$ cat src/rtl/core/braking_episode_coefficient_unit_defines.svh
// Assertion macros shared by the braking episode coefficient RTL
`ifndef BRAKING_EPISODE_COEFFICIENT_UNIT_DEFINES_SVH
`define BRAKING_EPISODE_COEFFICIENT_UNIT_DEFINES_SVH

// same-cycle implication, checked on every rising clock edge outside reset
`define BECU_ASSERT_NOW(lbl, ante, cons, msg) \
   lbl: assert property (@(posedge clock) disable iff (reset) (ante) |-> (cons)) \
      else $error(msg);

// next-cycle implication
`define BECU_ASSERT_NEXT(lbl, ante, cons, msg) \
   lbl: assert property (@(posedge clock) disable iff (reset) (ante) |=> (cons)) \
      else $error(msg);

`endif

$ cat src/rtl/core/becu_pkg.sv
// Types, widths and codes for the braking episode coefficient unit
`default_nettype none
package becu_pkg;
   localparam int unsigned MAX_SAMPLES = 1000;
   localparam int unsigned SAMPLE_W    = $clog2(MAX_SAMPLES + 1);
   localparam int unsigned PRESS_W     = 12;
   localparam int unsigned SPEED_W     = 16;
   localparam int unsigned DT_W        = 24;
   localparam int unsigned COEF_W      = 48;
   localparam int unsigned SUM_W       = 52;
   localparam int unsigned PSUM_W      = 22;
   localparam int unsigned ACCEL_STEPS = SPEED_W + DT_W;
   localparam int unsigned ACC_W       = ACCEL_STEPS + 1;
   localparam int unsigned NUM_W       = 64;
   localparam int unsigned MAG_W       = NUM_W - 1;
   localparam int unsigned FRAC_W      = 16;
   localparam int unsigned DEN_W       = PSUM_W + SAMPLE_W;
   localparam int unsigned DVD_W       = MAG_W + FRAC_W;
   localparam int unsigned COEF_STEPS  = DVD_W;
   localparam int unsigned DIV_STEP_W  = $clog2(DVD_W + 1);
   localparam int unsigned MUL_STEPS   = 2 * SAMPLE_W;
   localparam int unsigned MUL_STEP_W  = $clog2(MUL_STEPS);
   localparam int unsigned CSR_IDX_W   = 3;

   localparam logic [CSR_IDX_W-1:0] CSR_PRESSURE_THRESHOLD = 3'd0;
   localparam logic [CSR_IDX_W-1:0] CSR_STOP_SPEED         = 3'd1;
   localparam logic [CSR_IDX_W-1:0] CSR_MIN_BRAKED         = 3'd2;
   localparam logic [CSR_IDX_W-1:0] CSR_ACCEPT_LOW         = 3'd3;
   localparam logic [CSR_IDX_W-1:0] CSR_ACCEPT_HIGH        = 3'd4;

   typedef enum logic [2:0] {
      STATUS_ACCEPTED   = 3'd0,
      STATUS_OUTSIDE    = 3'd1,
      STATUS_BRAKED_ST  = 3'd2,
      STATUS_TOO_SHORT  = 3'd3,
      STATUS_NO_BRAKING = 3'd4
   } status_type;

   typedef enum logic [3:0] {
      ST_IDLE, ST_PREP, ST_ACCEL, ST_UPDATE, ST_MUL,
      ST_CDIV, ST_CWAIT, ST_FINISH, ST_RESPOND
   } state_type;

   typedef struct packed {
      logic                  start;
      logic [DIV_STEP_W-1:0] steps;
   } div_req_type;

   typedef struct packed {
      logic busy;
   } div_rsp_type;
endpackage
`default_nettype wire

$ cat src/rtl/core/becu_divider.sv
// Shared restoring divider, one quotient bit per cycle
`default_nettype none
module becu_divider (
   input  logic                          clock,
   input  logic                          reset,
   input  becu_pkg::div_req_type         div_req,
   input  logic [becu_pkg::DVD_W-1:0]    dividend,
   input  logic [becu_pkg::DEN_W-1:0]    divisor,
   output becu_pkg::div_rsp_type         div_rsp,
   output logic [becu_pkg::DVD_W-1:0]    quotient
);
   import becu_pkg::*;

   logic                  run_ff, run_in;
   logic [DIV_STEP_W-1:0] cnt_ff, cnt_in;
   logic [DEN_W-1:0]      rem_ff, rem_in;
   logic [DEN_W-1:0]      den_ff, den_in;
   logic [DVD_W-1:0]      dvd_ff, dvd_in;
   logic [DVD_W-1:0]      quo_ff, quo_in;
   logic [DEN_W:0]        partial;
   logic [DEN_W:0]        diff;

   always_comb begin
      partial = {rem_ff, dvd_ff[DVD_W-1]};
      diff    = partial - {1'b0, den_ff};
      run_in  = run_ff;
      cnt_in  = cnt_ff;
      rem_in  = rem_ff;
      den_in  = den_ff;
      dvd_in  = dvd_ff;
      quo_in  = quo_ff;
      if (div_req.start) begin
         run_in = 1'b1;
         cnt_in = div_req.steps;
         rem_in = '0;
         den_in = divisor;
         dvd_in = dividend;
         quo_in = '0;
      end else if (run_ff) begin
         dvd_in = {dvd_ff[DVD_W-2:0], 1'b0};
         quo_in = {quo_ff[DVD_W-2:0], ~diff[DEN_W]};
         rem_in = diff[DEN_W] ? partial[DEN_W-1:0] : diff[DEN_W-1:0];
         cnt_in = cnt_ff - 1'b1;
         run_in = (cnt_ff != DIV_STEP_W'(1));
      end
   end

   always_ff @(posedge clock) begin
      if (reset) begin
         run_ff <= 1'b0;
         cnt_ff <= '0;
      end else begin
         run_ff <= run_in;
         cnt_ff <= cnt_in;
      end
      rem_ff <= rem_in;
      den_ff <= den_in;
      dvd_ff <= dvd_in;
      quo_ff <= quo_in;
   end

   assign div_rsp.busy = run_ff;
   assign quotient     = quo_ff;
endmodule
`default_nettype wire

$ cat src/rtl/core/braking_episode_coefficient_unit.sv
// A sample that ends nothing runs a 40-step acceleration divide, except the first sample
// of an episode, which skips it. An episode end adds a shift-add multiply and a 79-step
// coefficient divide before the result beat; one shared serial divider serves both divides.
// One sample at a time: req_stall stays high until the sample is done or its result beat leaves.
// Synchronous reset loads the register defaults and clears the episode.
`default_nettype none
`include "braking_episode_coefficient_unit_defines.svh"
module braking_episode_coefficient_unit (
   input  logic                              clock,
   input  logic                              reset,
   input  logic                              req_valid,
   output logic                              req_stall,
   input  logic [becu_pkg::PRESS_W-1:0]      req_pressure,
   input  logic [becu_pkg::SPEED_W-1:0]      req_speed,
   input  logic [becu_pkg::DT_W-1:0]         req_interval_us,
   output logic                              rsp_valid,
   input  logic                              rsp_stall,
   output logic [2:0]                        rsp_status,
   output logic signed [becu_pkg::COEF_W-1:0] rsp_coefficient,
   output logic [becu_pkg::SAMPLE_W-1:0]     rsp_braked_samples,
   input  logic                              csr_valid,
   output logic                              csr_ready,
   input  logic [becu_pkg::CSR_IDX_W-1:0]    csr_index,
   input  logic [becu_pkg::COEF_W-1:0]       csr_data
);
   import becu_pkg::*;

   state_type state_ff, state_in;

   logic [PRESS_W-1:0]       thr_ff, thr_in;
   logic [SPEED_W-1:0]       stop_ff, stop_in;
   logic [SAMPLE_W-1:0]      minb_ff, minb_in;
   logic signed [COEF_W-1:0] low_ff, low_in;
   logic signed [COEF_W-1:0] high_ff, high_in;

   logic [PRESS_W-1:0]       p_ff, p_in;
   logic [SPEED_W-1:0]       v_ff, v_in;
   logic [DT_W-1:0]          dt_ff, dt_in;

   logic [SAMPLE_W-1:0]      si_ff, si_in;
   logic [SAMPLE_W-1:0]      bc_ff, bc_in;
   logic [SAMPLE_W-1:0]      fc_ff, fc_in;
   logic [SPEED_W-1:0]       prev_ff, prev_in;
   logic signed [SUM_W-1:0]  fsum_ff, fsum_in;
   logic signed [SUM_W-1:0]  bsum_ff, bsum_in;
   logic [PSUM_W-1:0]        psum_ff, psum_in;

   logic signed [ACC_W-1:0]  accel_ff, accel_in;
   logic                     dvneg_ff, dvneg_in;
   logic                     compute_ff, compute_in;
   status_type               status_ff, status_in;
   logic signed [COEF_W-1:0] coef_ff, coef_in;
   logic signed [NUM_W-1:0]  acc_ff, acc_in;
   logic signed [NUM_W-1:0]  mula_ff, mula_in;
   logic [SAMPLE_W-1:0]      muln_ff, muln_in;
   logic [MUL_STEP_W-1:0]    step_ff, step_in;
   logic [DEN_W-1:0]         den_ff, den_in;
   logic                     nneg_ff, nneg_in;

   logic [2:0]               ost_ff, ost_in;
   logic signed [COEF_W-1:0] ocoef_ff, ocoef_in;
   logic [SAMPLE_W-1:0]      obc_ff, obc_in;

   div_req_type              div_req;
   div_rsp_type              div_rsp;
   logic [DVD_W-1:0]         div_dividend;
   logic [DEN_W-1:0]         div_divisor;
   logic [DVD_W-1:0]         div_quotient;

   logic                     braked;
   logic [SPEED_W:0]         dv;
   logic [SPEED_W-1:0]       dv_mag;
   logic [DT_W-1:0]          dt_safe;
   logic [ACCEL_STEPS-1:0]   q_accel;
   logic [SAMPLE_W-1:0]      bc_new;
   logic [SAMPLE_W-1:0]      si_new;
   logic signed [NUM_W-1:0]  mul_term;
   logic [NUM_W-1:0]         num_abs;
   logic                     big;

   becu_divider u_div (
      .clock    (clock),
      .reset    (reset),
      .div_req  (div_req),
      .dividend (div_dividend),
      .divisor  (div_divisor),
      .div_rsp  (div_rsp),
      .quotient (div_quotient)
   );

   assign req_stall          = (state_ff != ST_IDLE);
   assign rsp_valid          = (state_ff == ST_RESPOND);
   assign rsp_status         = ost_ff;
   assign rsp_coefficient    = ocoef_ff;
   assign rsp_braked_samples = obc_ff;
   assign csr_ready          = 1'b1;

   always_comb begin
      thr_in  = thr_ff;
      stop_in = stop_ff;
      minb_in = minb_ff;
      low_in  = low_ff;
      high_in = high_ff;
      if (csr_valid) begin
         unique case (csr_index)
            CSR_PRESSURE_THRESHOLD: thr_in  = csr_data[PRESS_W-1:0];
            CSR_STOP_SPEED:         stop_in = csr_data[SPEED_W-1:0];
            CSR_MIN_BRAKED:         minb_in = csr_data[SAMPLE_W-1:0];
            CSR_ACCEPT_LOW:         low_in  = csr_data;
            CSR_ACCEPT_HIGH:        high_in = csr_data;
            default: ;
         endcase
      end
   end

   always_comb begin
      braked   = (p_ff > thr_ff);
      dv       = {1'b0, v_ff} - {1'b0, prev_ff};
      dv_mag   = dv[SPEED_W] ? SPEED_W'(-dv) : dv[SPEED_W-1:0];
      dt_safe  = (dt_ff == '0) ? DT_W'(1) : dt_ff;
      q_accel  = div_quotient[ACCEL_STEPS-1:0];
      bc_new   = braked ? bc_ff + 1'b1 : bc_ff;
      si_new   = si_ff + 1'b1;
      mul_term = muln_ff[0] ? mula_ff : '0;
      num_abs  = acc_ff[NUM_W-1] ? -acc_ff : acc_ff;
      big      = |div_quotient[DVD_W-1:COEF_W-1];

      state_in   = state_ff;
      p_in       = p_ff;
      v_in       = v_ff;
      dt_in      = dt_ff;
      si_in      = si_ff;
      bc_in      = bc_ff;
      fc_in      = fc_ff;
      prev_in    = prev_ff;
      fsum_in    = fsum_ff;
      bsum_in    = bsum_ff;
      psum_in    = psum_ff;
      accel_in   = accel_ff;
      dvneg_in   = dvneg_ff;
      compute_in = compute_ff;
      status_in  = status_ff;
      coef_in    = coef_ff;
      acc_in     = acc_ff;
      mula_in    = mula_ff;
      muln_in    = muln_ff;
      step_in    = step_ff;
      den_in     = den_ff;
      nneg_in    = nneg_ff;
      ost_in     = ost_ff;
      ocoef_in   = ocoef_ff;
      obc_in     = obc_ff;
      div_req.start = 1'b0;
      div_req.steps = DIV_STEP_W'(ACCEL_STEPS);
      div_dividend  = {dv_mag, DT_W'(0), (DVD_W-ACCEL_STEPS)'(0)};
      div_divisor   = DEN_W'(dt_safe);

      unique case (state_ff)
         ST_IDLE: begin
            if (req_valid) begin
               p_in     = req_pressure;
               v_in     = req_speed;
               dt_in    = req_interval_us;
               state_in = ST_PREP;
            end
         end
         ST_PREP: begin
            dvneg_in = dv[SPEED_W];
            if (si_ff == '0 && braked) begin
               compute_in = 1'b0;
               status_in  = STATUS_BRAKED_ST;
               coef_in    = '0;
               state_in   = ST_FINISH;
            end else if (si_ff != '0) begin
               div_req.start = 1'b1;
               state_in      = ST_ACCEL;
            end else begin
               accel_in = '0;
               state_in = ST_UPDATE;
            end
         end
         ST_ACCEL: begin
            if (!div_rsp.busy) begin
               accel_in = dvneg_ff ? -$signed({1'b0, q_accel}) : $signed({1'b0, q_accel});
               state_in = ST_UPDATE;
            end
         end
         ST_UPDATE: begin
            prev_in = v_ff;
            if (!braked && bc_ff == '0) begin
               fsum_in = fsum_ff + SUM_W'(accel_ff);
               fc_in   = fc_ff + 1'b1;
            end
            if (braked) begin
               psum_in = psum_ff + PSUM_W'(p_ff);
               bsum_in = bsum_ff + SUM_W'(accel_ff);
            end
            bc_in      = bc_new;
            si_in      = si_new;
            compute_in = 1'b0;
            coef_in    = '0;
            acc_in     = '0;
            step_in    = '0;
            mula_in    = NUM_W'(bsum_in);
            muln_in    = fc_in;
            if (braked && bc_new == SAMPLE_W'(MAX_SAMPLES - 1)) begin
               compute_in = 1'b1;
               state_in   = ST_MUL;
            end else if ((!braked || v_ff <= stop_ff) && bc_new != '0) begin
               if (bc_new < minb_ff) begin
                  status_in = STATUS_TOO_SHORT;
                  state_in  = ST_FINISH;
               end else begin
                  compute_in = 1'b1;
                  state_in   = ST_MUL;
               end
            end else if (si_new >= SAMPLE_W'(MAX_SAMPLES)) begin
               if (bc_new != '0) begin
                  compute_in = 1'b1;
                  state_in   = ST_MUL;
               end else begin
                  status_in = STATUS_NO_BRAKING;
                  state_in  = ST_FINISH;
               end
            end else begin
               state_in = ST_IDLE;
            end
         end
         ST_MUL: begin
            // numerator Sb*nf - Sf*nb by shift-add
            den_in  = DEN_W'(psum_ff * fc_ff);
            acc_in  = (step_ff >= MUL_STEP_W'(SAMPLE_W)) ? acc_ff - mul_term
                                                         : acc_ff + mul_term;
            step_in = step_ff + 1'b1;
            if (step_ff == MUL_STEP_W'(SAMPLE_W - 1)) begin
               mula_in = NUM_W'(fsum_ff);
               muln_in = bc_ff;
            end else begin
               mula_in = mula_ff <<< 1;
               muln_in = muln_ff >> 1;
            end
            if (step_ff == MUL_STEP_W'(MUL_STEPS - 1)) begin
               state_in = ST_CDIV;
            end
         end
         ST_CDIV: begin
            nneg_in = acc_ff[NUM_W-1];
            if (den_ff == '0) begin
               coef_in  = '0;
               state_in = ST_FINISH;
            end else begin
               div_req.start = 1'b1;
               div_req.steps = DIV_STEP_W'(COEF_STEPS);
               div_dividend  = {num_abs[MAG_W-1:0], FRAC_W'(0)};
               div_divisor   = den_ff;
               state_in      = ST_CWAIT;
            end
         end
         ST_CWAIT: begin
            if (!div_rsp.busy) begin
               if (nneg_ff) begin
                  coef_in = big ? {1'b1, (COEF_W-1)'(0)} : -div_quotient[COEF_W-1:0];
               end else begin
                  coef_in = (big || div_quotient[COEF_W-1]) ? {1'b0, {(COEF_W-1){1'b1}}}
                                                            : div_quotient[COEF_W-1:0];
               end
               state_in = ST_FINISH;
            end
         end
         ST_FINISH: begin
            if (compute_ff) begin
               ost_in = (coef_ff > low_ff && coef_ff < high_ff) ? STATUS_ACCEPTED
                                                                : STATUS_OUTSIDE;
            end else begin
               ost_in = status_ff;
            end
            ocoef_in = coef_ff;
            obc_in   = bc_ff;
            si_in    = '0;
            bc_in    = '0;
            fc_in    = '0;
            prev_in  = '0;
            fsum_in  = '0;
            bsum_in  = '0;
            psum_in  = '0;
            state_in = ST_RESPOND;
         end
         ST_RESPOND: begin
            if (!rsp_stall) begin
               state_in = ST_IDLE;
            end
         end
         default: state_in = ST_IDLE;
      endcase
   end

   always_ff @(posedge clock) begin
      if (reset) begin
         state_ff <= ST_IDLE;
         thr_ff   <= PRESS_W'(827);
         stop_ff  <= SPEED_W'(256);
         minb_ff  <= SAMPLE_W'(300);
         low_ff   <= -COEF_W'(2814750);
         high_ff  <= -COEF_W'(28147);
         si_ff    <= '0;
         bc_ff    <= '0;
         fc_ff    <= '0;
         prev_ff  <= '0;
         fsum_ff  <= '0;
         bsum_ff  <= '0;
         psum_ff  <= '0;
      end else begin
         state_ff <= state_in;
         thr_ff   <= thr_in;
         stop_ff  <= stop_in;
         minb_ff  <= minb_in;
         low_ff   <= low_in;
         high_ff  <= high_in;
         si_ff    <= si_in;
         bc_ff    <= bc_in;
         fc_ff    <= fc_in;
         prev_ff  <= prev_in;
         fsum_ff  <= fsum_in;
         bsum_ff  <= bsum_in;
         psum_ff  <= psum_in;
      end
      p_ff       <= p_in;
      v_ff       <= v_in;
      dt_ff      <= dt_in;
      accel_ff   <= accel_in;
      dvneg_ff   <= dvneg_in;
      compute_ff <= compute_in;
      status_ff  <= status_in;
      coef_ff    <= coef_in;
      acc_ff     <= acc_in;
      mula_ff    <= mula_in;
      muln_ff    <= muln_in;
      step_ff    <= step_in;
      den_ff     <= den_in;
      nneg_ff    <= nneg_in;
      ost_ff     <= ost_in;
      ocoef_ff   <= ocoef_in;
      obc_ff     <= obc_in;
   end

   `BECU_ASSERT_NEXT(a_accept_prep, req_valid && !req_stall, state_ff == ST_PREP, "accepted beat did not start work")
   `BECU_ASSERT_NOW(a_unused_coef, rsp_valid && rsp_status != STATUS_ACCEPTED && rsp_status != STATUS_OUTSIDE, rsp_coefficient == '0, "coefficient set on a status without one")
   `BECU_ASSERT_NOW(a_braked_bound, state_ff == ST_IDLE, bc_ff < SAMPLE_W'(MAX_SAMPLES - 1), "braked count past limit while idle")
   `BECU_ASSERT_NOW(a_div_idle, state_ff == ST_IDLE || state_ff == ST_RESPOND, !div_rsp.busy, "divider busy outside a divide")
endmodule
`default_nettype wire
$ cat config.mk
export PLATFORM = sky130hd
export DESIGN_NAME = braking_episode_coefficient_unit
export DESIGN_NICKNAME = d
export VERILOG_FILES = /design/src/rtl/core/becu_pkg.sv /design/src/rtl/core/becu_divider.sv /design/src/rtl/core/braking_episode_coefficient_unit.sv
export VERILOG_INCLUDE_DIRS = /design/src /design/src/rtl/core
export SDC_FILE = /design/constraint.sdc
export NUM_CORES = 2
export LEC_CHECK = 0
export BUFFER_PORTS_ARGS = -buffer_cell sky130_fd_sc_hd__buf_2
export CAP_MARGIN = 20
export CORE_AREA = 2 2 325 327
export CTS_CLUSTER_SIZE = 30
export DETAILED_ROUTE_END_ITERATION = 12
export DIE_AREA = 0 0 327 329
export PLACE_DENSITY_LB_ADDON = 0.1
export SLEW_MARGIN = 40
export SYNTH_ARGS = -nofsm -noshare
export SYNTH_HDL_FRONTEND = slang
export SYNTH_SLANG_ARGS = --single-unit
$ cat constraint.sdc
create_clock -name clock -period 8.1 [get_ports clock]
set_input_delay 0.81 -clock clock [delete_from_list [all_inputs] [get_ports clock]]
set_output_delay 0.81 -clock clock [all_outputs]
set_load 0.005 [all_outputs]
==> run_results.csv <==
group,metric,value,unit
synth,synth-seq-cells,907,
clock_network,cts.clk_slew.worst_paths,0.06,ns
sta,worst_hold_slack,0.2676,ns
clock_network,cts_tree,"done",
sta,maxSlewViolCount,0,
power_and_ir_drop,power_frac_comb,34.6,%
clock_network,cts-htree-levels,3,
power_and_ir_drop,p_sw_share,36.78,%
place,io_buffers,170,
power_and_ir_drop,vdd.ir_drop.worst,0.2511,mV
drt,dr.pass1.iters,5,
sta,finalSetupViolations,0,
synth,synthesis.area,61950,µm²
clock_network,clk_latency,0.73,ns
die,dieArea,107600,µm²
power_and_ir_drop,clockPowerShare,28.5,%
grt,grt_antenna_before_repair,3,
synth,synth_cell_types,91,
place,pre_cts_ws,1.625,ns
drt,wl_per_cell,19.96,µm
power_and_ir_drop,power.switching,6.097,mW
sta,post-route-period-util,81.23,%
clock_network,post_cts_buffers,0,
sta,skew,0.03920,ns
finish,fillers,8884,
synth,async_flop_share,0,%
run_status,outcome,"complete, no violations",
drt,routed_wl,170.0,mm
critical_path,cpMostUsedCell,"nor3_1",
clock_network,cts_inserted_buffers,100,
critical_path,crit_family,"compound AO/OA/AOI/OAI gates",
worst_hold_path,hold_path_class,"input port to flip-flop",
critical_path,slowest_delay,0.66,ns
finish,drive_above_1_share,7.005,%
drt,drc,0,
die,boundaryPins,172,
critical_path,crit_type,"flip-flop to flip-flop",
critical_path,cp_max_fo,21,
place,gp_congestion,0.9329,
grt,overflow,0,
clock_network,cts_hold_buf,0,
power_and_ir_drop,fin_total_pwr,16.57,mW
critical_path,crit_arrival,7.02,ns
critical_path,critical_path.slowest_cell,"a211oi_1",
sta,tightest_slew,0.9409,ns
drt,viasPerCell,6.034,
die,chipWidth,327,µm
critical_path,worst_setup_path_start_kind,"flip-flop",
synth,syn_avg_cell_area,8.767,µm²
place,dp_hpwl,124.0,mm
drt,dr.first_iter.drc_count,4601,
drt,vias,51390,
clock_network,clock_sinks,907,
clock_network,cts_root_buffer,"clkbuf_16",
place,dp.cells,8323,
critical_path,crit_buf_inv,1,
die,start_util,59.35,%
power_and_ir_drop,powerDensity,246.0,nW/µm²
sta,fmax,0.1520,GHz
grt,grt_max_degree,115,
synth,syn_nets,7776,
sta,fin_crit,6.580,ns
sta,finalSetupTns,0,ns
sta,relSlewSlack,35.65,%
critical_path,end_kind,"flip-flop",
sta,setup_ws,1.520,ns
clock_network,clockBufferDepth,3,
die,rows,119,
job,max_cap_viol_count,0,
finish,finalNetCount,7745,
grt,grt_pass1_vias,48630,
die,core,104400,µm²
synth,synthCells,7066,
synth,yosys_most_used_dff,"edfxtp_1",
synth,ys_seq_area_share,37.03,%
grt,grt.total_usage,31.09,%
critical_path,crit_required,8.54,ns
drt,ant_nets,0,
critical_path,cp_cell_sequence,"or4_1 > nor3_1 > nand3_1 > or3_1 > a21oi_1 > nor2_1 > or2_2 > o311ai_0 > ha_1 > nand2_1 > nor3_1 > o211ai_1 > a2111oi_0 > buf_4 > o21ai_0 > a21oi_1 > o2111ai_1 > a211oi_1 > o21ai_0 > a21boi_0 > nor3_1",
power_and_ir_drop,seq_power_share,36.8,%
power_and_ir_drop,cellLeakagePower,29.36,nW
finish,area_delta_synth_final,8.778,%
die,fp.dieH,329,µm
grt,grt_pass1_wl,268.3,mm
power_and_ir_drop,p_int,10.48,mW
sta,hold_violations,0,
finish,final_cell_count_no_fill,8516,
clock_network,ctsResizeCount,0,
synth,synth_edf_count,478,
synth,yosys_warnings,0,
sta,rsz0062_at_grt,"no",
## kinds of logic (layout without fill, tap and decap cells)
| kind of cell | after synthesis | count (layout) | share of synthesized area (%) |
|---|---|---|---|
| simple gates | 2590 | 2590 | 19.49 |
| compound gates | 1625 | 1625 | 16.49 |
| flops | 907 | 907 | 37.03 |
| buf+inv | 799 | 856 | 4.890 |
| fa+ha+maj | 602 | 602 | 14.15 |
| xor+xnor | 410 | 410 | 5.809 |
| mux | 132 | 132 | 2.139 |
| other cells | 1 | 3 | 0.006053 |
## path summary, 6_finish.rpt
check / start / end / slack, ns / cells past startpoint
worst max-delay path: mula_ff[33] / acc_ff[55] / 1.52 / 21
worst min register to register: thr_ff[6] / thr_ff[6] / 0.46 / 2
worst max register to register: mula_ff[33] / acc_ff[55] / 1.52 / 21
worst min-delay path: req_interval_us[23] / dt_ff[23] / 0.27 / 1
## sequential cells by signal (all words and copies together), names as in the netlist, 52 cells and up
register / flops
acc_ff: 64
bsum_ff: 52
fsum_ff: 52
mula_ff: 64
u_div.dvd_ff: 63
u_div.quotient: 79
## Yosys cell counts (129+ instances only)
master / number / area share (%)
nand2_1: 1013 / 6.1
o21ai_0: 357 / 2.9
and2_1: 151 / 1.5
ha_1: 438 / 8.8
nor2_1: 608 / 3.7
mux2i_1: 129 / 2.1
a21o_1: 205 / 2.5
a21oi_1: 499 / 4.0
fa_1: 164 / 5.3
dfxtp_1: 429 / 14
edfxtp_1: 478 / 23
nand3_1: 162 / 1.3
inv_1: 427 / 2.6
xnor2_1: 188 / 2.7
clkbuf_1: 340 / 2.1
xor2_1: 221 / 3.1
## routing by layer
metal	vias up	GRT usage [%]	share of wire (%)
li1	24790	-	-
met1	24560	44.05	45
met2	1784	49.11	45
met3	262	5.781	7.8
met4	2	8.127	2.6
met5	-	0	0.010
## cell usage in the layout, fill, tap and decap left out, types with 188 or more instances in the layout
| cell type | synthesis | routed |
|---|---|---|
| xnor2_1 | 188 | 188 |
| edfxtp_1 | 478 | 478 |
| nor2_1 | 608 | 602 |
| a21oi_1 | 499 | 497 |
| a21o_1 | 205 | 204 |
| ha_1 | 438 | 438 |
| o21ai_0 | 357 | 355 |
| inv_1 | 427 | 425 |
| nand2_1 | 1013 | 1008 |
| xor2_1 | 221 | 221 |
| dfxtp_1 | 429 | 424 |
## layout make-up
| class | count | area (µm²) | area share [%] |
|---|---|---|---|
| Multi-Input combinational cell | 5360 | 36200 | 53.72 |
| Tap cell | 1391 | 1740 | 2.583 |
| Antenna cell | 2 | 5.005 | 0.007427 |
| Clock inverter | 59 | 709.4 | 1.053 |
| Clock buffer | 131 | 2709 | 4.020 |
| Timing Repair Buffer | 238 | 1461 | 2.169 |
| Inverter | 428 | 1612 | 2.391 |
| Sequential cell | 907 | 22950 | 34.06 |
## through the flow
stage                     instance area, µm²  util (%)
after floorplan                        61950         -
after global placement                 63750     61.07
after detailed placement               63920     61.24
after CTS                              67340     64.51
after global routing                   67380     64.56
final                                  67390     64.56
## power by group through the flow
stage | registers (mW) | clock network [mW] | logic (mW)
3_3_place_gp | 6.17 | 0 | 5.51
2_1_floorplan | 5.93 | 0 | 4.38
6_report | 6.11 | 4.73 | 5.74
3_5_place_dp | 6.18 | 0 | 5.63
4_1_cts | 6.09 | 4.80 | 5.67
5_1_grt | 6.15 | 4.96 | 6.39
(Power assumes the default switching activity.)
